[src/rtl/bac_pkg.sv]
package bac_pkg;

   localparam int WORD_BITS   = 16;
   localparam int ADDR_BITS   = 4;
   localparam int MEM_WORDS   = 16;
   localparam int PC_BITS     = 8;
   localparam int ROP_BITS    = 12;
   localparam int CMD_BITS    = 3;
   localparam int QUEUE_DEPTH = 2;
   localparam int QPTR_BITS   = $clog2(QUEUE_DEPTH);
   localparam int QCNT_BITS   = $clog2(QUEUE_DEPTH + 1);

   typedef enum logic [CMD_BITS-1:0] {
      OP_AND = 3'd0,
      OP_ADD = 3'd1,
      OP_LDA = 3'd2,
      OP_STA = 3'd3,
      OP_BUN = 3'd4,
      OP_BSA = 3'd5,
      OP_ISZ = 3'd6,
      OP_REG = 3'd7
   } opcode_type;

   typedef enum logic [2:0] {
      ROP_NONE,
      ROP_CLA,
      ROP_CMA,
      ROP_INC,
      ROP_SPA,
      ROP_SNA,
      ROP_SZA
   } rop_type;

   localparam logic [ROP_BITS-1:0] CODE_CLA = 12'h800;
   localparam logic [ROP_BITS-1:0] CODE_CMA = 12'h200;
   localparam logic [ROP_BITS-1:0] CODE_INC = 12'h020;
   localparam logic [ROP_BITS-1:0] CODE_SPA = 12'h010;
   localparam logic [ROP_BITS-1:0] CODE_SNA = 12'h008;
   localparam logic [ROP_BITS-1:0] CODE_SZA = 12'h004;

   typedef struct packed {
      opcode_type             opcode;
      logic                   indirect;
      logic [ADDR_BITS-1:0]   address;
      rop_type                rop;
   } inst_type;

   typedef enum logic [1:0] {
      EX_IDLE,
      EX_PTR,
      EX_EXEC
   } ex_state_type;

   // power-up image of the data memory
   function automatic logic [WORD_BITS-1:0] mem_reset_word(input logic [ADDR_BITS-1:0] a);
      logic [WORD_BITS-1:0] w;
      case (a)
         4'd0:    w = 16'd2;
         4'd1:    w = 16'd4;
         4'd2:    w = 16'd7;
         4'd3:    w = 16'd8;
         4'd4:    w = 16'd9;
         4'd5:    w = 16'd1;
         4'd6:    w = 16'd3;
         4'd7:    w = 16'd6;
         4'd8:    w = 16'd5;
         default: w = '0;
      endcase
      return w;
   endfunction

endpackage

[src/rtl/bac_front.sv]
module bac_front (
   input  logic                          clock,
   input  logic                          reset,
   input  logic                          req_valid,
   output logic                          req_ready,
   input  logic [bac_pkg::CMD_BITS-1:0]  req_command,
   input  logic                          req_indirect,
   input  logic [bac_pkg::ADDR_BITS-1:0] req_address,
   input  logic [bac_pkg::ROP_BITS-1:0]  req_register_op,
   output logic                          q_valid,
   output bac_pkg::inst_type             q_head,
   input  logic                          q_pop
);
   import bac_pkg::*;

   inst_type              decoded;
   inst_type              q_mem_ff [QUEUE_DEPTH];
   logic [QPTR_BITS-1:0]  wr_ptr_ff;
   logic [QPTR_BITS-1:0]  rd_ptr_ff;
   logic [QCNT_BITS-1:0]  count_ff;
   logic [QCNT_BITS-1:0]  count_in;
   logic                  push;

   // classify the instruction word
   always_comb begin
      decoded.opcode   = opcode_type'(req_command);
      decoded.indirect = req_indirect && (opcode_type'(req_command) != OP_REG);
      decoded.address  = req_address;
      case (req_register_op)
         CODE_CLA: decoded.rop = ROP_CLA;
         CODE_CMA: decoded.rop = ROP_CMA;
         CODE_INC: decoded.rop = ROP_INC;
         CODE_SPA: decoded.rop = ROP_SPA;
         CODE_SNA: decoded.rop = ROP_SNA;
         CODE_SZA: decoded.rop = ROP_SZA;
         default:  decoded.rop = ROP_NONE;
      endcase
   end

   assign req_ready = (count_ff != QCNT_BITS'(QUEUE_DEPTH));
   assign push      = req_valid && req_ready;
   assign q_valid   = (count_ff != '0);
   assign q_head    = q_mem_ff[rd_ptr_ff];

   always_comb begin
      count_in = count_ff;
      if (push && !q_pop) begin
         count_in = count_ff + 1'b1;
      end else if (!push && q_pop) begin
         count_in = count_ff - 1'b1;
      end
   end

   always_ff @(posedge clock) begin
      if (reset) begin
         wr_ptr_ff <= '0;
         rd_ptr_ff <= '0;
         count_ff  <= '0;
      end else begin
         count_ff <= count_in;
         if (push) begin
            wr_ptr_ff <= wr_ptr_ff + 1'b1;
         end
         if (q_pop) begin
            rd_ptr_ff <= rd_ptr_ff + 1'b1;
         end
      end
   end

   always_ff @(posedge clock) begin
      if (push) begin
         q_mem_ff[wr_ptr_ff] <= decoded;
      end
   end

`ifndef SYNTHESIS
   a_no_pop_empty: assert property (@(posedge clock) disable iff (reset)
      q_pop |-> (count_ff != '0))
      else $error("queue popped while empty");

   a_count_bound: assert property (@(posedge clock) disable iff (reset)
      count_ff <= QCNT_BITS'(QUEUE_DEPTH))
      else $error("queue count beyond depth");

   a_push_grows: assert property (@(posedge clock) disable iff (reset)
      (push && !q_pop) |=> (count_ff == $past(count_ff) + 1'b1))
      else $error("queue count did not follow a lone push");
`endif

endmodule

[src/rtl/bac_back.sv]
module bac_back (
   input  logic                                 clock,
   input  logic                                 reset,
   input  logic                                 q_valid,
   input  bac_pkg::inst_type                    q_head,
   output logic                                 q_pop,
   output logic                                 rsp_valid,
   input  logic                                 rsp_ready,
   output logic signed [bac_pkg::WORD_BITS-1:0] rsp_acc_value,
   output logic [bac_pkg::PC_BITS-1:0]          rsp_next_pc,
   output logic                                 rsp_store_enable,
   output logic [bac_pkg::ADDR_BITS-1:0]        rsp_store_address,
   output logic signed [bac_pkg::WORD_BITS-1:0] rsp_store_value,
   output logic                                 rsp_skip_taken
);
   import bac_pkg::*;

   ex_state_type          state_ff;
   ex_state_type          state_in;
   inst_type              cur_ff;
   logic [ADDR_BITS-1:0]  ea_ff;

   logic [WORD_BITS-1:0]  mem [MEM_WORDS];
   logic [MEM_WORDS-1:0]  written_ff;
   logic [WORD_BITS-1:0]  rd_data_ff;
   logic                  rd_en;
   logic [ADDR_BITS-1:0]  rd_addr;

   logic [WORD_BITS-1:0]  acc_ff;
   logic [WORD_BITS-1:0]  acc_in;
   logic [PC_BITS-1:0]    pc_ff;
   logic [PC_BITS-1:0]    pc_in;
   logic [PC_BITS-1:0]    pc_inc;
   logic [PC_BITS-1:0]    ea_pc;
   logic [WORD_BITS-1:0]  isz_word;

   logic                  out_free;
   logic                  fire;
   logic                  st;
   logic [WORD_BITS-1:0]  st_val;
   logic                  skip;

   logic                  rsp_valid_ff;
   logic [WORD_BITS-1:0]  rsp_acc_ff;
   logic [PC_BITS-1:0]    rsp_pc_ff;
   logic                  rsp_st_ff;
   logic [ADDR_BITS-1:0]  rsp_addr_ff;
   logic [WORD_BITS-1:0]  rsp_val_ff;
   logic                  rsp_skip_ff;

   assign out_free = !rsp_valid_ff || rsp_ready;

   // next state
   always_comb begin
      state_in = state_ff;
      case (state_ff)
         EX_IDLE: begin
            if (q_valid) begin
               state_in = q_head.indirect ? EX_PTR : EX_EXEC;
            end
         end
         EX_PTR: begin
            state_in = EX_EXEC;
         end
         EX_EXEC: begin
            if (out_free) begin
               state_in = EX_IDLE;
            end
         end
         default: state_in = EX_IDLE;
      endcase
   end

   // sequencer outputs
   always_comb begin
      q_pop   = 1'b0;
      rd_en   = 1'b0;
      rd_addr = q_head.address;
      fire    = 1'b0;
      case (state_ff)
         EX_IDLE: begin
            q_pop = q_valid;
            rd_en = q_valid;
         end
         EX_PTR: begin
            rd_en   = 1'b1;
            rd_addr = rd_data_ff[ADDR_BITS-1:0];
         end
         EX_EXEC: begin
            fire = out_free;
         end
         default: begin
            fire = 1'b0;
         end
      endcase
   end

   assign pc_inc   = pc_ff + 1'b1;
   assign ea_pc    = {{(PC_BITS-ADDR_BITS){1'b0}}, ea_ff};
   assign isz_word = rd_data_ff + 1'b1;

   // execute; rd_data_ff holds the operand in EX_EXEC
   always_comb begin
      acc_in = acc_ff;
      pc_in  = pc_inc;
      st     = 1'b0;
      st_val = '0;
      skip   = 1'b0;
      case (cur_ff.opcode)
         OP_AND: acc_in = acc_ff & rd_data_ff;
         OP_ADD: acc_in = acc_ff + rd_data_ff;
         OP_LDA: acc_in = rd_data_ff;
         OP_STA: begin
            st     = 1'b1;
            st_val = acc_ff;
         end
         OP_BUN: pc_in = ea_pc;
         OP_BSA: begin
            st     = 1'b1;
            st_val = {{(WORD_BITS-PC_BITS){1'b0}}, pc_inc};
            pc_in  = ea_pc + 1'b1;
         end
         OP_ISZ: begin
            st     = 1'b1;
            st_val = isz_word;
            skip   = (isz_word == '0);
         end
         OP_REG: begin
            case (cur_ff.rop)
               ROP_CLA: acc_in = '0;
               ROP_CMA: acc_in = ~acc_ff;
               ROP_INC: acc_in = acc_ff + 1'b1;
               ROP_SPA: skip = (acc_ff != '0) && !acc_ff[WORD_BITS-1];
               ROP_SNA: skip = acc_ff[WORD_BITS-1];
               ROP_SZA: skip = (acc_ff == '0);
               default: acc_in = acc_ff;
            endcase
         end
         default: acc_in = acc_ff;
      endcase
      if (skip) begin
         pc_in = pc_inc + 1'b1;
      end
   end

   always_ff @(posedge clock) begin
      if (reset) begin
         state_ff     <= EX_IDLE;
         acc_ff       <= '0;
         pc_ff        <= '0;
         written_ff   <= '0;
         rsp_valid_ff <= 1'b0;
      end else begin
         state_ff <= state_in;
         if (fire) begin
            acc_ff       <= acc_in;
            pc_ff        <= pc_in;
            rsp_valid_ff <= 1'b1;
            if (st) begin
               written_ff[ea_ff] <= 1'b1;
            end
         end else if (rsp_ready) begin
            rsp_valid_ff <= 1'b0;
         end
      end
   end

   // data memory: entries not yet written read as the power-up image
   always_ff @(posedge clock) begin
      if (rd_en) begin
         rd_data_ff <= written_ff[rd_addr] ? mem[rd_addr] : mem_reset_word(rd_addr);
      end
      if (fire && st) begin
         mem[ea_ff] <= st_val;
      end
   end

   always_ff @(posedge clock) begin
      if (q_pop) begin
         cur_ff <= q_head;
         ea_ff  <= q_head.address;
      end else if (state_ff == EX_PTR) begin
         ea_ff <= rd_data_ff[ADDR_BITS-1:0];
      end
      if (fire) begin
         rsp_acc_ff  <= acc_in;
         rsp_pc_ff   <= pc_in;
         rsp_st_ff   <= st;
         rsp_addr_ff <= st ? ea_ff : '0;
         rsp_val_ff  <= st_val;
         rsp_skip_ff <= skip;
      end
   end

   assign rsp_valid         = rsp_valid_ff;
   assign rsp_acc_value     = $signed(rsp_acc_ff);
   assign rsp_next_pc       = rsp_pc_ff;
   assign rsp_store_enable  = rsp_st_ff;
   assign rsp_store_address = rsp_addr_ff;
   assign rsp_store_value   = $signed(rsp_val_ff);
   assign rsp_skip_taken    = rsp_skip_ff;

`ifndef SYNTHESIS
   a_ptr_from_idle: assert property (@(posedge clock) disable iff (reset)
      (state_ff == EX_PTR) |-> ($past(state_ff) == EX_IDLE))
      else $error("pointer fetch not entered from idle");

   a_fire_gives_rsp: assert property (@(posedge clock) disable iff (reset)
      fire |=> rsp_valid_ff)
      else $error("executed transaction produced no response");

   a_store_marks: assert property (@(posedge clock) disable iff (reset)
      (fire && st) |=> written_ff[$past(ea_ff)])
      else $error("stored word not marked as written");
`endif

endmodule

[src/rtl/basic_accumulator_cpu_execute.sv]
// channel | direction | handshake             | payload
// req     | in        | req_valid / req_ready | command, indirect, address, register_op
// rsp     | out       | rsp_valid / rsp_ready | acc_value, next_pc, store_*, skip_taken
//
// In the execute sequencer each data-memory access is a registered read, and an
// indirect instruction adds the pointer read in EX_PTR.
// Reset clears AC and PC and restores the memory power-up image.
// A 2-entry queue lets req keep flowing while rsp is stalled until the queue fills; the execute side
// holds a finished transaction in the response register until it is taken.
module basic_accumulator_cpu_execute (
   input  logic                                 clock,
   input  logic                                 reset,
   input  logic                                 req_valid,
   output logic                                 req_ready,
   input  logic [bac_pkg::CMD_BITS-1:0]         req_command,
   input  logic                                 req_indirect,
   input  logic [bac_pkg::ADDR_BITS-1:0]        req_address,
   input  logic [bac_pkg::ROP_BITS-1:0]         req_register_op,
   output logic                                 rsp_valid,
   input  logic                                 rsp_ready,
   output logic signed [bac_pkg::WORD_BITS-1:0] rsp_acc_value,
   output logic [bac_pkg::PC_BITS-1:0]          rsp_next_pc,
   output logic                                 rsp_store_enable,
   output logic [bac_pkg::ADDR_BITS-1:0]        rsp_store_address,
   output logic signed [bac_pkg::WORD_BITS-1:0] rsp_store_value,
   output logic                                 rsp_skip_taken
);
   import bac_pkg::*;

   logic      q_valid;
   inst_type  q_head;
   logic      q_pop;

   bac_front u_front (
      .clock           (clock),
      .reset           (reset),
      .req_valid       (req_valid),
      .req_ready       (req_ready),
      .req_command     (req_command),
      .req_indirect    (req_indirect),
      .req_address     (req_address),
      .req_register_op (req_register_op),
      .q_valid         (q_valid),
      .q_head          (q_head),
      .q_pop           (q_pop)
   );

   bac_back u_back (
      .clock             (clock),
      .reset             (reset),
      .q_valid           (q_valid),
      .q_head            (q_head),
      .q_pop             (q_pop),
      .rsp_valid         (rsp_valid),
      .rsp_ready         (rsp_ready),
      .rsp_acc_value     (rsp_acc_value),
      .rsp_next_pc       (rsp_next_pc),
      .rsp_store_enable  (rsp_store_enable),
      .rsp_store_address (rsp_store_address),
      .rsp_store_value   (rsp_store_value),
      .rsp_skip_taken    (rsp_skip_taken)
   );

endmodule
[config.mk]
export PLATFORM = sky130hd
export DESIGN_NAME = basic_accumulator_cpu_execute
export DESIGN_NICKNAME = d
export VERILOG_FILES = /design/src/rtl/bac_pkg.sv /design/src/rtl/bac_front.sv /design/src/rtl/bac_back.sv /design/src/rtl/basic_accumulator_cpu_execute.sv
export SDC_FILE = /design/constraint.sdc
export NUM_CORES = 1
export LEC_CHECK = 0
export ABC_AREA = 1
export BUFFER_PORTS_ARGS = -buffer_cell sky130_fd_sc_hd__buf_4
export CAP_MARGIN = 20
export CORE_UTILIZATION = 30
export DETAILED_ROUTE_END_ITERATION = 10
export PLACE_DENSITY = 0.53
export SLEW_MARGIN = 20
export SYNTH_ARGS = -nofsm -noshare
export SYNTH_HDL_FRONTEND = slang
export SYNTH_SLANG_ARGS = --single-unit
[constraint.sdc]
create_clock -name clock -period 2.9 [get_ports clock]
set_input_delay 0.87 -clock clock [delete_from_list [all_inputs] [get_ports clock]]
set_output_delay 0.87 -clock clock [all_outputs]
set_load 0.03 [all_outputs]
==> key figures <==
Setup path
  – CP required: roughly 3.4 ns
  – Startpoint Class: flop
  – CP endpoint kind: flop
  – Crit Path Class: flop to flop
  – Worst-path maximum fanout: 15
  – Critical-path top delay cell: edfxtp_1
  – Stages on the worst setup path: 11
  – Worst R2R End: u_back.acc_ff[8]
  – Worst reg-to-reg path cell count: 11
  – Flop-to-flop setup slack: 0.29 ns
  – Worst-path cell chain: inv_2 -> nand2_1 -> nor2_1 -> inv_2 -> nand3b_1 -> buf_4 -> nand2_1 -> o21ai_0 -> nand3_1 -> o21ai_0 -> inv_1
  – Worst Path Buf+Inv: 4
  – CP max stage delay: around 0.53 ns
  – Critical R2R Launch: u_back.cur_ff[8]
  – Worst Path Arrival: between 3 and 4 ns
  – Delay-heaviest family, CP: simple AND/OR/NAND/NOR gates

Synthesis
  – Syn. warnings: 0
  – Register area share after synthesis: 0.615
  – Mapped Nets: 1,910
  – Asr flop ratio synth: 0
  – Syn_area_per_cell: about 10 µm²
  – Mapped cell area: around 19,000 µm²
  – Synth cell types: ~50
  – Number of synthesized flops with an enable pin: 350
  – Post-Synthesis Cells: ~1,900
  – Prevailing post-synth register cell: edfxtp_1
  – Seq cells post-synth: ~400

CTS
  – Post-CTS Hold Buffers: 0
  – Clock Tree Buf Depth: 3
  – Post_cts resized: 0
  – CTS Root Cell: clkbuf_16
  – Sink Count: around 400
  – CTS tree: yes
  – Total CTS buffers: 43
  – CTS H-Tree Depth: 2
  – Worst-Skew Late Latency: between 0.5 and 0.6 ns
  – Reg clk slew, reported paths: approximately 0.060 ns
  – Post-CTS Setup Bufs: 0

Timing
  – Slew HR: 0.495
  – Accumulated negative setup slack: 0 ns
  – Tightest Pin Transition: between 0.7 and 0.8 ns
  – Final period util: 0.900
  – Fin. Hold Viols: 0
  – Hold Slack: roughly 0.45 ns
  – Unrepaired setup endpoints after global routing: false
  – Final WS setup: between 0.2 and 0.3 ns
  – Max Clk Rate: between 300 and 400 MHz
  – Clock skew: 0.0313 ns
  – Tmin final: 2.61 ns
  – Final setup fails: 0
  – Max-slew violations: 0

Floorplan
  – IO Pins: just over 70
  – # rows: 91
  – Die X: around 250 µm
  – Core area: between 60,000 and 70,000 µm²
  – Die H: ~250 µm
  – DIE AREA: 63,200 µm²
  – Initial core utilization: 0.303

Power and ir drop
  – P per Cell Area: ~1100 nW/µm²
  – Pwr Total: ~0.025 W
  – P_leak: ~8.3 nW
  – Max VDD drop: ~0.00075 V

Global route
  – Largest net degree at the start of global routing: 140
  – Initial antenna violation count: 1
  – Grt total ovfl: 0
  – First-pass GRT wire length: between 80 and 90 mm
  – Total Routing Usage GR: 0.180
  – Vias in the first global route: around 14,000

Routing
  – Vias: approximately 14,000
  – Number of remaining DRC errors: 0
  – Vias/cell: 4.94
  – Routed Antenna Nets: 0
  – Pre-antenna DRT Iters: 6
  – Routed Wire Length: 56.8 mm
  – DR iter-0 viols: about 1,200
  – Wire per inst: 20.0 µm

Final layout
  – Most frequent cells in the layout: 350 x edfxtp_1, 339 x nand2_1, 226 x nor2_1, 162 x o21ai_0, 138 x buf_4
  – Commonest non-fill, non-tap cell in the layout: edfxtp_1
  – Share of cells above drive strength 1: 0.146
  – Finished Layout Cells: ~2,800
  – Nets: ~2,000
  – Synth-to-Final Area Change: 18.4%

Placed design
  – Post-placement setup slack: a little under 0.3 ns
  – Placed insts: 2,764
  – Gpl congestion: 0.894
  – Port buffer count: 71
  – Detailed placement HPWL: roughly 39 mm

Hold path
  – Beginning of the worst hold path: u_front.rd_ptr_ff
  – Hold path depth: 1
  – Hold Crit Class: flop to flop

Job
  – Max-cap violation count: 0

Status
  – Outcome: finished clean
registers in the layout, indices dropped and copies added, names as in the netlist, 2 cells and up, named ones only:
| register | flops |
|---|---|
| u_back.rsp_next_pc | 8 |
| u_back.mem | 256 |
| u_back.rsp_store_address | 4 |
| u_back.written_ff | 16 |
| u_back.acc_ff | 16 |
| u_back.state_ff | 2 |
| u_back.rsp_acc_value | 16 |
| u_back.rsp_store_value | 16 |
| u_back.ea_ff | 4 |
| u_back.rd_data_ff | 16 |
| u_back.pc_ff | 8 |
| u_back.cur_ff | 6 |
| u_front.q_mem_ff | 22 |
| u_front.count_ff | 2 |
worst max path at each step:
stage | from | end | slack [ns]
floorplan | rsp_ready | u_back.mem[0][0] | 0.27
global placement | u_back.cur_ff[8] | u_back.rsp_acc_value[4] | 0.23
detailed placement | u_back.cur_ff[8] | u_back.rsp_acc_value[9] | 0.30
CTS | u_back.cur_ff[8] | u_back.rsp_acc_value[4] | 0.29
global route | flop | u_back.rd_data_ff[15] | 0.05
finish | u_back.cur_ff[8] | u_back.acc_ff[8] | 0.29
metal layers:
layer	vias up	global-route usage	wire length, µm
met5	-	0	0
met4	0	0.0605	1650
met3	96	0.0272	2860
met2	396	0.313	28000
met1	6803	0.228	24200
li1	6756	-	-
kinds of logic (layout without fill, tap and decap cells):
kind of cell    Yosys count  count (layout)  synth area share
simple gates            781             781             0.180
compound gates          404             404             0.124
flops                   398             398             0.615
buf+inv                 231             380            0.0542
fa+ha+maj                30              30            0.0205
xor+xnor                 11              11           0.00517
mux                       1               1          0.000537
other cells               0               1                 0
cell usage after synthesis, types with 2 or more instances:
cell type	instances	area, µm²
nand3_1	112	561
o221ai_1	11	96.3
inv_1	136	510
edfxtp_1	350	10500
buf_6	9	101
clkinv_1	4	15.0
clkbuf_2	2	10.0
inv_2	13	48.8
nand2_4	3	33.8
nor2_1	243	912
nand3b_1	6	45.0
buf_4	4	30.0
nor2_2	8	50.1
nand4_1	18	113
o21ai_2	2	17.5
ha_1	29	363
nand2_2	15	93.8
o21bai_1	11	82.6
a21oi_1	63	315
buf_2	38	190
xnor2_1	3	26.3
a31oi_1	10	62.6
o21ai_1	29	145
o21ai_0	166	831
clkbuf_1	23	86.3
nor3_1	13	65.1
o21a_1	16	120
nor2_4	2	22.5
nand3_2	5	50.1
nor4_1	3	18.8
or2_2	7	43.8
o211ai_1	29	218
o22ai_1	61	382
xor2_1	8	70.1
dfxtp_1	48	961
or2_0	3	18.8
nand2_1	339	1270
stage by stage:
| step | cell area (µm²) | util |
|---|---|---|
| 2_1_floorplan | 18700 | - |
| 3_3_place_gp | 20600 | 0.334 |
| 3_5_place_dp | 20600 | 0.334 |
| 4_1_cts | 22100 | 0.358 |
| 5_1_grt | 22100 | 0.358 |
| 6_report | 22100 | 0.358 |
cell type report:
type	instances	area (µm²)
Clock inverter	30	384
Antenna cell	1	2.50
Tap cell	837	1050
Clock buffer	48	1100
Timing Repair Buffer	149	1260
Inverter	153	576
Sequential cell	398	11500
Fill cell	6118	39500
Multi-Input combinational cell	1227	6240
report_power, final:
part | switching [W] | internal, W
sequential | 0.000766 | 0.00754
combinational | 0.00744 | 0.00313
clock | 0.00232 | 0.00347
No activity file was read; power rests on OpenSTA's default activity.
